## src/rtl/tsv_pkg.sv

```systemverilog
// shared types and constants for the tcp segment validator
// no dependencies
package tsv_pkg;

    localparam int QDEPTH = 2;

    localparam logic [7:0]  PROTO_TCP = 8'd6;
    localparam logic [15:0] MIN_LEN   = 16'd20;
    localparam logic [5:0]  MIN_HLEN  = 6'd20;
    localparam logic [7:0]  FLAG_MASK = 8'h3f;
    localparam logic [7:0]  SYN_FIN   = 8'h03;
    localparam logic [7:0]  RSV_MASK  = 8'h0f;
    localparam logic [15:0] CSUM_OK   = 16'hffff;
    localparam logic [15:0] POS_MAX   = 16'hffff;

    typedef enum logic [1:0] {
        ST_OK        = 2'd0,
        ST_NOT_TCP   = 2'd1,
        ST_BAD_SIZE  = 2'd2,
        ST_INTEGRITY = 2'd3
    } t_status;

    typedef struct packed {
        logic [31:0]      acc;
        logic [15:0][7:0] cap;
        logic [15:0]      len;
        logic [7:0]       proto;
        logic [15:0]      off;
    } t_rec;

    typedef struct packed {
        logic push;
        logic pop;
    } t_q_ctl;

    typedef struct packed {
        logic full;
        logic empty;
    } t_q_sts;

endpackage

```

## src/rtl/tsv_front.sv

```systemverilog
// front end: byte capture, header bytes and pseudo-header checksum accumulation
// depends on tsv_pkg
module tsv_front (
    input  logic          i_clk,
    input  logic          i_rst_n,
    input  logic          i_take,
    input  logic [7:0]    i_data_byte,
    input  logic          i_last,
    input  logic [15:0]   i_segment_length,
    input  logic [7:0]    i_ip_protocol,
    input  logic [31:0]   i_source_address,
    input  logic [31:0]   i_destination_address,
    input  logic [15:0]   i_ip_payload_offset,
    output logic          o_push,
    output tsv_pkg::t_rec o_rec
);
    import tsv_pkg::*;

    logic [15:0]      r_pos;
    logic [31:0]      r_acc;
    logic [7:0]       r_pend;
    logic [15:0]      r_len;
    logic [7:0]       r_proto;
    logic [15:0]      r_off;
    logic [15:0][7:0] r_cap;

    logic             first;
    logic [15:0]      eff_len;
    logic [7:0]       eff_proto;
    logic [15:0]      eff_off;
    logic [31:0]      eff_acc;
    logic [7:0]       eff_pend;
    logic [31:0]      init_acc;
    logic             in_len;
    logic [15:0][7:0] n_cap;
    logic [7:0]       n_pend;
    logic [15:0]      n_pos;
    logic             odd_count;
    logic [15:0]      addend;
    logic [31:0]      n_acc;

    always_comb begin
        first     = (r_pos == 16'd0);
        init_acc  = {16'd0, i_source_address[31:16]} + {16'd0, i_source_address[15:0]}
                  + {16'd0, i_destination_address[31:16]}
                  + {16'd0, i_destination_address[15:0]}
                  + {24'd0, PROTO_TCP} + {16'd0, i_segment_length};
        eff_len   = first ? i_segment_length : r_len;
        eff_proto = first ? i_ip_protocol : r_proto;
        eff_off   = first ? i_ip_payload_offset : r_off;
        eff_acc   = first ? init_acc : r_acc;
        eff_pend  = first ? 8'd0 : r_pend;
        n_cap     = first ? '0 : r_cap;
        in_len    = (r_pos < eff_len);
        if (in_len && (r_pos[15:4] == 12'd0)) begin
            n_cap[r_pos[3:0]] = i_data_byte;
        end
        n_pend    = (in_len && !r_pos[0]) ? i_data_byte : eff_pend;
        n_pos     = (r_pos == POS_MAX) ? r_pos : r_pos + 16'd1;
        odd_count = (n_pos < eff_len) ? n_pos[0] : eff_len[0];
        if (in_len && r_pos[0]) begin
            addend = {eff_pend, i_data_byte};
        end else if (i_last && odd_count) begin
            addend = {n_pend, 8'd0};
        end else begin
            addend = 16'd0;
        end
        n_acc     = eff_acc + {16'd0, addend};
    end

    always_ff @(posedge i_clk) begin
        if (!i_rst_n) begin
            r_pos <= 16'd0;
        end else if (i_take) begin
            r_pos <= i_last ? 16'd0 : n_pos;
        end
    end

    // per-frame payload registers, only read once the frame is under way
    always_ff @(posedge i_clk) begin
        if (i_take) begin
            r_acc   <= n_acc;
            r_pend  <= n_pend;
            r_cap   <= n_cap;
            r_len   <= eff_len;
            r_proto <= eff_proto;
            r_off   <= eff_off;
        end
    end

    assign o_push      = i_take && i_last;
    assign o_rec.acc   = n_acc;
    assign o_rec.cap   = n_cap;
    assign o_rec.len   = eff_len;
    assign o_rec.proto = eff_proto;
    assign o_rec.off   = eff_off;

endmodule

```

## src/rtl/tsv_queue.sv

```systemverilog
// small frame record queue between front and back ends
// depends on tsv_pkg
module tsv_queue #(
    parameter int DEPTH = tsv_pkg::QDEPTH
) (
    input  logic           i_clk,
    input  logic           i_rst_n,
    input  tsv_pkg::t_q_ctl i_ctl,
    input  tsv_pkg::t_rec  i_rec,
    output tsv_pkg::t_q_sts o_sts,
    output tsv_pkg::t_rec  o_rec
);
    import tsv_pkg::*;

    localparam int AW = (DEPTH > 1) ? $clog2(DEPTH) : 1;
    localparam int CW = $clog2(DEPTH + 1);

    t_rec          r_mem [DEPTH];
    logic [AW-1:0] r_wr;
    logic [AW-1:0] r_rd;
    logic [CW-1:0] r_cnt;
    logic          do_push;
    logic          do_pop;

    assign o_sts.full  = (r_cnt == CW'(DEPTH));
    assign o_sts.empty = (r_cnt == '0);
    assign do_push     = i_ctl.push && !o_sts.full;
    assign do_pop      = i_ctl.pop && !o_sts.empty;
    assign o_rec       = r_mem[r_rd];

    always_ff @(posedge i_clk) begin
        if (!i_rst_n) begin
            r_wr  <= '0;
            r_rd  <= '0;
            r_cnt <= '0;
        end else begin
            if (do_push) begin
                r_wr <= (r_wr == AW'(DEPTH - 1)) ? '0 : r_wr + AW'(1);
            end
            if (do_pop) begin
                r_rd <= (r_rd == AW'(DEPTH - 1)) ? '0 : r_rd + AW'(1);
            end
            case ({do_push, do_pop})
                2'b10:   r_cnt <= r_cnt + CW'(1);
                2'b01:   r_cnt <= r_cnt - CW'(1);
                default: r_cnt <= r_cnt;
            endcase
        end
    end

    always_ff @(posedge i_clk) begin
        if (do_push) begin
            r_mem[r_wr] <= i_rec;
        end
    end

endmodule

```

## src/rtl/tsv_back.sv

```systemverilog
// back end: header checks and two-stage checksum fold into the result register
// depends on tsv_pkg
module tsv_back (
    input  logic           i_clk,
    input  logic           i_rst_n,
    input  logic           i_q_empty,
    input  tsv_pkg::t_rec  i_rec,
    output logic           o_q_pop,
    input  logic           i_pop,
    output logic           o_empty,
    output logic [1:0]     o_status,
    output logic [31:0]    o_sequence_number,
    output logic [31:0]    o_ack_number,
    output logic [15:0]    o_src_port,
    output logic [15:0]    o_dst_port,
    output logic [15:0]    o_window_size,
    output logic [15:0]    o_data_offset,
    output logic [15:0]    o_data_length,
    output logic [7:0]     o_tcp_flags,
    output logic [5:0]     o_header_bytes
);
    import tsv_pkg::*;

    logic        r_s1_vld;
    t_status     r_s1_status;
    logic [16:0] r_s1_fold;
    logic [31:0] r_s1_seq;
    logic [31:0] r_s1_ack;
    logic [15:0] r_s1_sport;
    logic [15:0] r_s1_dport;
    logic [15:0] r_s1_win;
    logic [15:0] r_s1_doff;
    logic [15:0] r_s1_dlen;
    logic [7:0]  r_s1_flags;
    logic [5:0]  r_s1_hlen;
    logic        r_out_vld;

    logic        out_adv;
    logic        s1_adv;
    logic [7:0]  b12;
    logic [5:0]  hlen;
    logic [15:0] sport;
    logic [15:0] dport;
    logic [7:0]  flags;
    t_status     n_s1_status;
    logic [16:0] fold2;
    logic [15:0] fold3;
    t_status     n_status;

    assign out_adv = !r_out_vld || i_pop;
    assign s1_adv  = !r_s1_vld || out_adv;
    assign o_q_pop = s1_adv && !i_q_empty;
    assign o_empty = !r_out_vld;

    always_comb begin
        b12   = i_rec.cap[12];
        hlen  = {b12[7:4], 2'b00};
        sport = {i_rec.cap[0], i_rec.cap[1]};
        dport = {i_rec.cap[2], i_rec.cap[3]};
        flags = i_rec.cap[13];
        if (i_rec.proto != PROTO_TCP) begin
            n_s1_status = ST_NOT_TCP;
        end else if (i_rec.len < MIN_LEN) begin
            n_s1_status = ST_BAD_SIZE;
        end else if (hlen < MIN_HLEN || {10'd0, hlen} > i_rec.len
                     || (b12 & RSV_MASK) != 8'd0) begin
            n_s1_status = ST_BAD_SIZE;
        end else if (sport == 16'd0 || dport == 16'd0 || (flags & ~FLAG_MASK) != 8'd0
                     || (flags & SYN_FIN) == SYN_FIN) begin
            n_s1_status = ST_INTEGRITY;
        end else begin
            n_s1_status = ST_OK;
        end
    end

    always_ff @(posedge i_clk) begin
        if (!i_rst_n) begin
            r_s1_vld <= 1'b0;
        end else if (s1_adv) begin
            r_s1_vld <= !i_q_empty;
        end
    end

    always_ff @(posedge i_clk) begin
        if (o_q_pop) begin
            r_s1_status <= n_s1_status;
            r_s1_fold   <= {1'b0, i_rec.acc[15:0]} + {1'b0, i_rec.acc[31:16]};
            r_s1_seq    <= {i_rec.cap[4], i_rec.cap[5], i_rec.cap[6], i_rec.cap[7]};
            r_s1_ack    <= {i_rec.cap[8], i_rec.cap[9], i_rec.cap[10], i_rec.cap[11]};
            r_s1_sport  <= sport;
            r_s1_dport  <= dport;
            r_s1_win    <= {i_rec.cap[14], i_rec.cap[15]};
            r_s1_doff   <= i_rec.off + {10'd0, hlen};
            r_s1_dlen   <= i_rec.len - {10'd0, hlen};
            r_s1_flags  <= flags;
            r_s1_hlen   <= hlen;
        end
    end

    always_comb begin
        fold2 = {1'b0, r_s1_fold[15:0]} + {16'd0, r_s1_fold[16]};
        fold3 = fold2[15:0] + {15'd0, fold2[16]};
        if (r_s1_status == ST_OK && fold3 != CSUM_OK) begin
            n_status = ST_INTEGRITY;
        end else begin
            n_status = r_s1_status;
        end
    end

    always_ff @(posedge i_clk) begin
        if (!i_rst_n) begin
            r_out_vld <= 1'b0;
        end else if (out_adv) begin
            r_out_vld <= r_s1_vld;
        end
    end

    always_ff @(posedge i_clk) begin
        if (out_adv && r_s1_vld) begin
            o_status <= n_status;
            if (n_status == ST_OK) begin
                o_sequence_number <= r_s1_seq;
                o_ack_number      <= r_s1_ack;
                o_src_port        <= r_s1_sport;
                o_dst_port        <= r_s1_dport;
                o_window_size     <= r_s1_win;
                o_data_offset     <= r_s1_doff;
                o_data_length     <= r_s1_dlen;
                o_tcp_flags       <= r_s1_flags;
                o_header_bytes    <= r_s1_hlen;
            end else begin
                o_sequence_number <= 32'd0;
                o_ack_number      <= 32'd0;
                o_src_port        <= 16'd0;
                o_dst_port        <= 16'd0;
                o_window_size     <= 16'd0;
                o_data_offset     <= 16'd0;
                o_data_length     <= 16'd0;
                o_tcp_flags       <= 8'd0;
                o_header_bytes    <= 6'd0;
            end
        end
    end

endmodule

```

## src/rtl/tcp_segment_validator_unit.sv

```systemverilog
// top level of the tcp segment validator: front end, record queue, back end
// depends on tsv_pkg, tsv_front, tsv_queue, tsv_back
//
// Takes one IP payload byte per cycle while full is low, with no gaps needed between
// frames. The first byte of a frame samples length, protocol, payload offset and
// addresses; the byte marked last closes the frame and yields one verdict, which
// reaches the result side after the two-stage checksum fold. Frame records wait in a
// QUEUE_DEPTH entry queue ahead of the fold stage and the result register, so full
// rises only when QUEUE_DEPTH + 2 verdicts are held back by a stalled result side.
module tcp_segment_validator_unit #(
    parameter int QUEUE_DEPTH = tsv_pkg::QDEPTH
) (
    input  logic        i_clk,
    input  logic        i_rst_n,
    input  logic        push,
    output logic        full,
    input  logic [7:0]  i_data_byte,
    input  logic        i_last,
    input  logic [15:0] i_segment_length,
    input  logic [7:0]  i_ip_protocol,
    input  logic [31:0] i_source_address,
    input  logic [31:0] i_destination_address,
    input  logic [15:0] i_ip_payload_offset,
    output logic        empty,
    input  logic        pop,
    output logic [1:0]  o_status,
    output logic [31:0] o_sequence_number,
    output logic [31:0] o_ack_number,
    output logic [15:0] o_src_port,
    output logic [15:0] o_dst_port,
    output logic [15:0] o_window_size,
    output logic [15:0] o_data_offset,
    output logic [15:0] o_data_length,
    output logic [7:0]  o_tcp_flags,
    output logic [5:0]  o_header_bytes
);
    import tsv_pkg::*;

    t_rec   front_rec;
    t_rec   q_rec;
    t_q_ctl q_ctl;
    t_q_sts q_sts;
    logic   take;
    logic   front_push;
    logic   back_pop;

    assign full      = q_sts.full;
    assign take      = push && !q_sts.full;
    assign q_ctl.push = front_push;
    assign q_ctl.pop  = back_pop;

    tsv_front u_front (
        .i_clk                 (i_clk),
        .i_rst_n               (i_rst_n),
        .i_take                (take),
        .i_data_byte           (i_data_byte),
        .i_last                (i_last),
        .i_segment_length      (i_segment_length),
        .i_ip_protocol         (i_ip_protocol),
        .i_source_address      (i_source_address),
        .i_destination_address (i_destination_address),
        .i_ip_payload_offset   (i_ip_payload_offset),
        .o_push                (front_push),
        .o_rec                 (front_rec)
    );

    tsv_queue #(
        .DEPTH (QUEUE_DEPTH)
    ) u_queue (
        .i_clk   (i_clk),
        .i_rst_n (i_rst_n),
        .i_ctl   (q_ctl),
        .i_rec   (front_rec),
        .o_sts   (q_sts),
        .o_rec   (q_rec)
    );

    tsv_back u_back (
        .i_clk             (i_clk),
        .i_rst_n           (i_rst_n),
        .i_q_empty         (q_sts.empty),
        .i_rec             (q_rec),
        .o_q_pop           (back_pop),
        .i_pop             (pop),
        .o_empty           (empty),
        .o_status          (o_status),
        .o_sequence_number (o_sequence_number),
        .o_ack_number      (o_ack_number),
        .o_src_port        (o_src_port),
        .o_dst_port        (o_dst_port),
        .o_window_size     (o_window_size),
        .o_data_offset     (o_data_offset),
        .o_data_length     (o_data_length),
        .o_tcp_flags       (o_tcp_flags),
        .o_header_bytes    (o_header_bytes)
    );

endmodule

```

## config.mk

```make
export PLATFORM = sky130hd
export DESIGN_NAME = tcp_segment_validator_unit
export DESIGN_NICKNAME = d
export VERILOG_FILES = /design/src/rtl/tsv_pkg.sv /design/src/rtl/tsv_front.sv /design/src/rtl/tsv_queue.sv /design/src/rtl/tsv_back.sv /design/src/rtl/tcp_segment_validator_unit.sv
export SDC_FILE = /design/constraint.sdc
export NUM_CORES = 1
export LEC_CHECK = 0
export ABC_AREA = 1
export BUFFER_PORTS_ARGS = -buffer_cell sky130_fd_sc_hd__buf_2
export CORE_UTILIZATION = 41
export DETAILED_ROUTE_END_ITERATION = 10
export PLACE_DENSITY_LB_ADDON = 0.1
export REMOVE_ABC_BUFFERS = 1
export SLEW_MARGIN = 15
export SYNTH_ARGS = -nofsm -noshare
export SYNTH_HDL_FRONTEND = slang
export SYNTH_HIERARCHICAL = 1
export SYNTH_SLANG_ARGS = --single-unit
```

## constraint.sdc

```tcl
create_clock -name i_clk -period 36.6 [get_ports i_clk]
set_input_delay 9.15 -clock i_clk [delete_from_list [all_inputs] [get_ports i_clk]]
set_output_delay 9.15 -clock i_clk [all_outputs]
set_load 0.03 [all_outputs]
```

==> results.md, run 1 <==
* Post-synth EDFFs at approximately 940
* #FFs+latches synth at 964
* CTS tree: built
* Critical path's most frequent cell: nand2_1
* Cell type with the largest total area after synthesis: edfxtp_1
* Root buf cell: clkbuf_16
* Final Cell Area at approximately 50,000 um2
* Final min period at approximately 14,000 ps
* Final core occ at 47.0%
* Crit-path max FO at 4
* Layout Area Growth over Synthesis at 13.8%
* Port buffer count at 276
* Worst min path class: register to register
* Largest net degree at the start of global routing at approximately 130
* Fin Clk Skew at 40.4 ps
* Core Area at 107,000 um2
* Post-CTS Hold Buffers at 0
* Max H-tree Level at 3
* Vias/cell at 4.85
* Initial Utilization at 41.3%
* Vias at 26,500
* CP startpoint kind: input port
* Mapped cell area at 44,200 um2
* Layout cells sized above 1 at 17.6%
* ANT nets after route at 0
* Final Non-Filler Cells at 5,472
* Worst-Margin Slew at 1110 ps
* Slew HR at 25.5%
* Most frequent cell after synthesis: edfxtp_1
* CP arrival at 14,660 ps
* Top FF cell, synth: edfxtp_1
* RSZ-0062 raised after global routing: false
* Die area at between 100,000 and 150,000 um2
* Seq/Total Area, Yosys at 65.0%
* Clock latency on the worst-skew pair at 700 ps
* CTS sink cnt at a little under 1,000
* Dpl cell area at 46,800 um2
* # Post-CTS Setup Buffers at 0
* Pwr per Cell Area at 62.6 nW/um2
* Final Max Tran Viols at 0
* Unique masters post-synth at 52
* Die Wd at 330 um
* Cells after synthesis at 3,688
* Drt wl/cell at 18.2 um
* Global-route wire length before repair at 152,000 um
* Fmax at 70.1 MHz
* Fin nets at 4,257
* Crit Path Category: input port to register
* Die height at 330 um
* CP max stage delay at 550 ps
* Final Hold Fails at 0
* First-pass DRT Iterations at 5
* Synth async-reset ratio at 0%
* Final wirelength at 99,800 um
* Setup TNS at 0 ps
* Antenna violations before repair at 2
* YS warnings at 6
* Global route overflow at 0
* Most frequent cells after synthesis: edfxtp_1 (941), nand2_1 (701), inv_1 (541)
* Required time of the worst setup path at 37,000 ps
* Crit end category: register
* DP HPWL at 62,400 um
* Clock buffer depth at 3
* Vias in the first global route at 26,000
* Status: finished, final reports clean
* Post-CTS sizing at 0
* Worst vdd ir at ~0.000037 V
* Dpl cells at ~5,300
* # Max-Cap Violations at 0
* Tcrit/Tclk final at approximately 39%
* Final Setup Violations at 0
* WHS at 495 ps
* Setup ws final at 22,330 ps
* Detailed Route Iter0 Violations at around 1,700
* Clk slew on worst S/H paths at 50 ps
* Fill cell count at 9,893
* TritonCTS buffer count at 105
* Syn Area/Cell at 12.0 um2
* DR DRC count at 0
* Lkg Pwr at 20.6 nW
* CP max-delay cell: fa_1
* Synth area leaders: edfxtp_1 (64%), nand2_1 (6.0%), mux2_2 (5.1%)
* Place WS at 21,640 ps
* Site row count at 120
* Ports at 279
* GRT Overall Usage at 18.3%
* Power consumption at 3.15 mW
* Synth top area share at 64.0%
* Routability cong. at around 0.86
-- state kept, by name (all words and copies together), names as in the netlist, 17 cells and up, named ones only --
register                  count
u_back/r_s1_fold             17
u_back/r_s1_ack              32
u_queue/r_mem               400
u_front/r_acc                32
u_back/o_ack_number          32
u_front/r_cap               128
u_back/o_sequence_number     32
u_back/r_s1_seq              32
-- per-layer routing --
layer	global-route usage [%]	vias to the layer above	part of all wire, %
met5	0	-	0
li1	-	13100	-
met3	2.62	125	4.6
met2	29.8	602	47
met4	5.20	0	2.1
met1	25.6	12800	47
-- cell type report --
cell class / count / area [um2] / area share, %
inverters: 549 / 2080 / 4.14
multi-input cells: 2044 / 12500 / 24.9
clock inverters: 65 / 751 / 1.49
flip-flops and latches: 964 / 28700 / 57.1
clock buffers: 129 / 2740 / 5.45
well taps: 1403 / 1760 / 3.49
repair buffers: 316 / 1710 / 3.39
diodes: 2 / 5.00 / 0.00996
-- cells in the final DEF, fill, tap and decap left out, types with 38 or more instances in the layout --
cell type,instances
edfxtp_1,941
nand2_1,701
inv_1,538
nor2_1,411
buf_2,276
mux2_2,200
nand4_1,142
ha_1,107
clkbuf_16,106
nand3_1,89
a21oi_1,88
o21ai_0,56
xor2_1,52
fa_1,52
buf_4,38
-- power breakdown --
| group | switching [mW] | leakage [nW] | internal [mW] |
|---|---|---|---|
| Combinational | 0.442 | 9.62 | 0.213 |
| Sequential | 0.0351 | 9.26 | 1.40 |
| Clock | 0.437 | 1.69 | 0.626 |
-- logic make-up (layout without fill, tap and decap cells) --
kind of cell	Yosys count	in the layout	share of synthesized area, %
flip-flops	964	964	65.0
XOR/XNOR	87	87	1.72
multiplexers	200	200	5.10
buffers and inverters	681	1059	6.78
other	1	4	0.00849
AND/OR/NAND/NOR	1420	1420	13.8
adder cells (fa/ha/maj)	160	160	5.42
AO/OA/AOI/OAI	175	175	2.14
-- final timing paths --
path	startpoint	cells past startpoint	to	slack, ps
worst max register to register	u_front/r_pos[0]$_SDFFE_PN0P_	30	u_queue/r_mem[0][194]$_DFFE_PP_	28910
worst max-delay path	i_segment_length[4]	29	u_front/r_acc[31]$_DFFE_PP_	22330
worst min-delay path	u_queue/r_rd$_SDFFE_PN0P_	2	u_queue/r_rd$_SDFFE_PN0P_	500
worst min register to register	u_queue/r_rd$_SDFFE_PN0P_	2	u_queue/r_rd$_SDFFE_PN0P_	500
-- worst max-delay path: cells and delay by family --
family	cells	cell delay (ps)
AND/OR/NAND/NOR	15	2090
AO/OA/AOI/OAI	3	580
buffers and inverters	5	500
XOR/XNOR	1	190
adder cells (fa/ha/maj)	5	2150
(Power assumes the default switching activity.)
==> inputs of run 2 (changes only) <==
==> constraint.sdc (replaced) <==
create_clock -name i_clk -period 14.75 [get_ports i_clk]
set_input_delay 3.6875 -clock i_clk [delete_from_list [all_inputs] [get_ports i_clk]]
set_output_delay 3.6875 -clock i_clk [all_outputs]
set_load 0.03 [all_outputs]
==> results.md, run 2 (synthesized netlist as in run 1, its figures left out) <==
* R2R Setup Slk at 7010 ps
* CTS sink cnt at 964
* Die height at 330 um
* RSZ-0062 raised after global routing: false
* Largest net degree at the start of global routing at roughly 150
* Port buffer count at about 280
* Max H-tree Level at 3
* Layout Area Growth over Synthesis at 13.4%
* Post-CTS sizing at 0
* Vias/cell at around 4.9
* First-pass DRT Iterations at 5
* Clock latency on the worst-skew pair at between 600 and 700 ps
* Fmax at 113 MHz
* Hold_sp: u_queue/r_rd$_SDFFE_PN0P_
* Die Wd at 330 um
* # Post-CTS Setup Buffers at 0
* Final min period at between 8000 and 9000 ps
* CP max stage delay at about 550 ps
* DP HPWL at 62,200 um
* Drt wl/cell at about 18 um
* Clk slew on worst S/H paths at around 60 ps
* Largest register by flop count: u_queue/r_mem
* Routability cong. at 0.852
* Lkg Pwr at 20.5 nW
* Reg-to-reg startpoint: u_front/r_pos[0]$_SDFFE_PN0P_
* Top Registers: u_queue/r_mem: 400 flops, u_front/r_cap: 128 flops
* Layout cells sized above 1 at roughly 17%
* Clock buffer depth at 3
* Reg2Reg Depth at 32
* TritonCTS buffer count at 104
* Final wirelength at 100,000 um
* Hold Path Stages at 2
* Root buf cell: clkbuf_16
* # Max-Cap Violations at 0
* Post-CTS Hold Buffers at 0
* Vias at between 20,000 and 30,000
* Die area at 109,000 um2
* Vias in the first global route at 25,900
* Worst min path class: register to register
* Worst r2r dst: u_queue/r_mem[1][194]$_DFFE_PP_
* Worst vdd ir at 0.000108 V
* Final core occ at 46.9%
* Ports at 279
* Most frequent cells in the layout: edfxtp_1 (941), nand2_1 (701), inv_1 (538)
* Site row count at 120
* Commonest non-fill, non-tap cell in the layout: edfxtp_1
* Worst-Margin Slew at 1010 ps
* Fin nets at 4,255
* CP arrival at 9210 ps
* Global-route wire length before repair at 152,000 um
* Crit end category: register
* Tcrit/Tclk final at approximately 60%
* Required time of the worst setup path at 15,140 ps
* Core Area at between 100,000 and 150,000 um2
* Final Max Tran Viols at 0
* Final Setup Violations at 0
* CP startpoint: i_segment_length[4]
* Fin Clk Skew at 29.9 ps
* Critical path's most frequent cell: nand2_1
* CP max-delay cell: fa_1
* Status: finished, final reports clean
* Global route overflow at 0
* Power consumption at 7.69 mW
* Detailed Route Iter0 Violations at between 1,500 and 2,000
* CTS tree: built
* Initial Utilization at 41.3%
* GRT Overall Usage at 18.3%
* Pwr per Cell Area at 154 nW/um2
* Final Hold Fails at 0
* WHS at 489 ps
* DR DRC count at 0
* Crit Path Category: input port to register
* Slew HR at 31.8%
* ANT nets after route at 0
* Antenna violations before repair at 2
* Crit-path max FO at 4
* Largest register FFs at 400
* CP startpoint kind: input port
-- run 2: cell type report --
cell class / count / area [um2]
Fill cell: 9870 / 56800
Sequential cell: 964 / 28700
Multi-Input combinational cell: 2044 / 12500
Clock buffer: 139 / 2800
Inverter: 549 / 2080
Tap cell: 1403 / 1760
Timing Repair Buffer: 315 / 1740
Clock inverter: 52 / 502
Antenna cell: 1 / 2.50
-- run 2: how the worst max path moves through the flow --
stage	endpoint	slack, ps	cells after the start
after floorplan	u_queue/r_mem[0][0]$_DFFE_PP_	-3840	8
after global placement	u_queue/r_mem[0][199]$_DFFE_PP_	5260	29
after detailed placement	u_queue/r_mem[0][193]$_DFFE_PP_	5240	29
after CTS	u_queue/r_mem[0][199]$_DFFE_PP_	5950	29
after global routing	u_queue/r_mem[0][199]$_DFFE_PP_	5550	29
final	u_queue/r_mem[0][199]$_DFFE_PP_	5930	29
-- run 2: routing by layer --
layer  part of all wire [%]  vias up  wire length [um]  GRT usage [%]
met2                     46      596             46600           29.4
li1                       -    13100                 -              -
met4                    1.9        0              1930           4.82
met5                      0        -                 0              0
met3                    4.6      117              4650           2.66
met1                     47    12700             47200           25.9
-- run 2: stage by stage --
| stage | std cells | area, um2 | setup slack, ps | TNS, ps |
|---|---|---|---|---|
| 3_5_place_dp | 5274 | 46800 | 5240 | 0 |
| 6_report | 5467 | 50100 | 5930 | 0 |
| 4_1_cts | 5465 | 50100 | 5950 | 0 |
| 5_1_grt | 5466 | 50100 | 5550 | 0 |
| 2_1_floorplan | 3557 | 43200 | -3840 | -767580 |
| 3_3_place_gp | 5274 | 46800 | 5260 | 0 |
-- run 2: critical path, delay by kind of cell --
kind                     cells  cell delay (ps)
AO/OA/AOI/OAI                3              570
adder cells (fa/ha/maj)      5             2150
XOR/XNOR                     1              180
buffers and inverters        5              480
AND/OR/NAND/NOR             15             2110
-- run 2: report_power, final --
group	internal, mW	leakage [nW]	switching [mW]
combinational	0.530	9.62	1.10
clock	1.47	1.61	1.05
sequential	3.46	9.26	0.0851
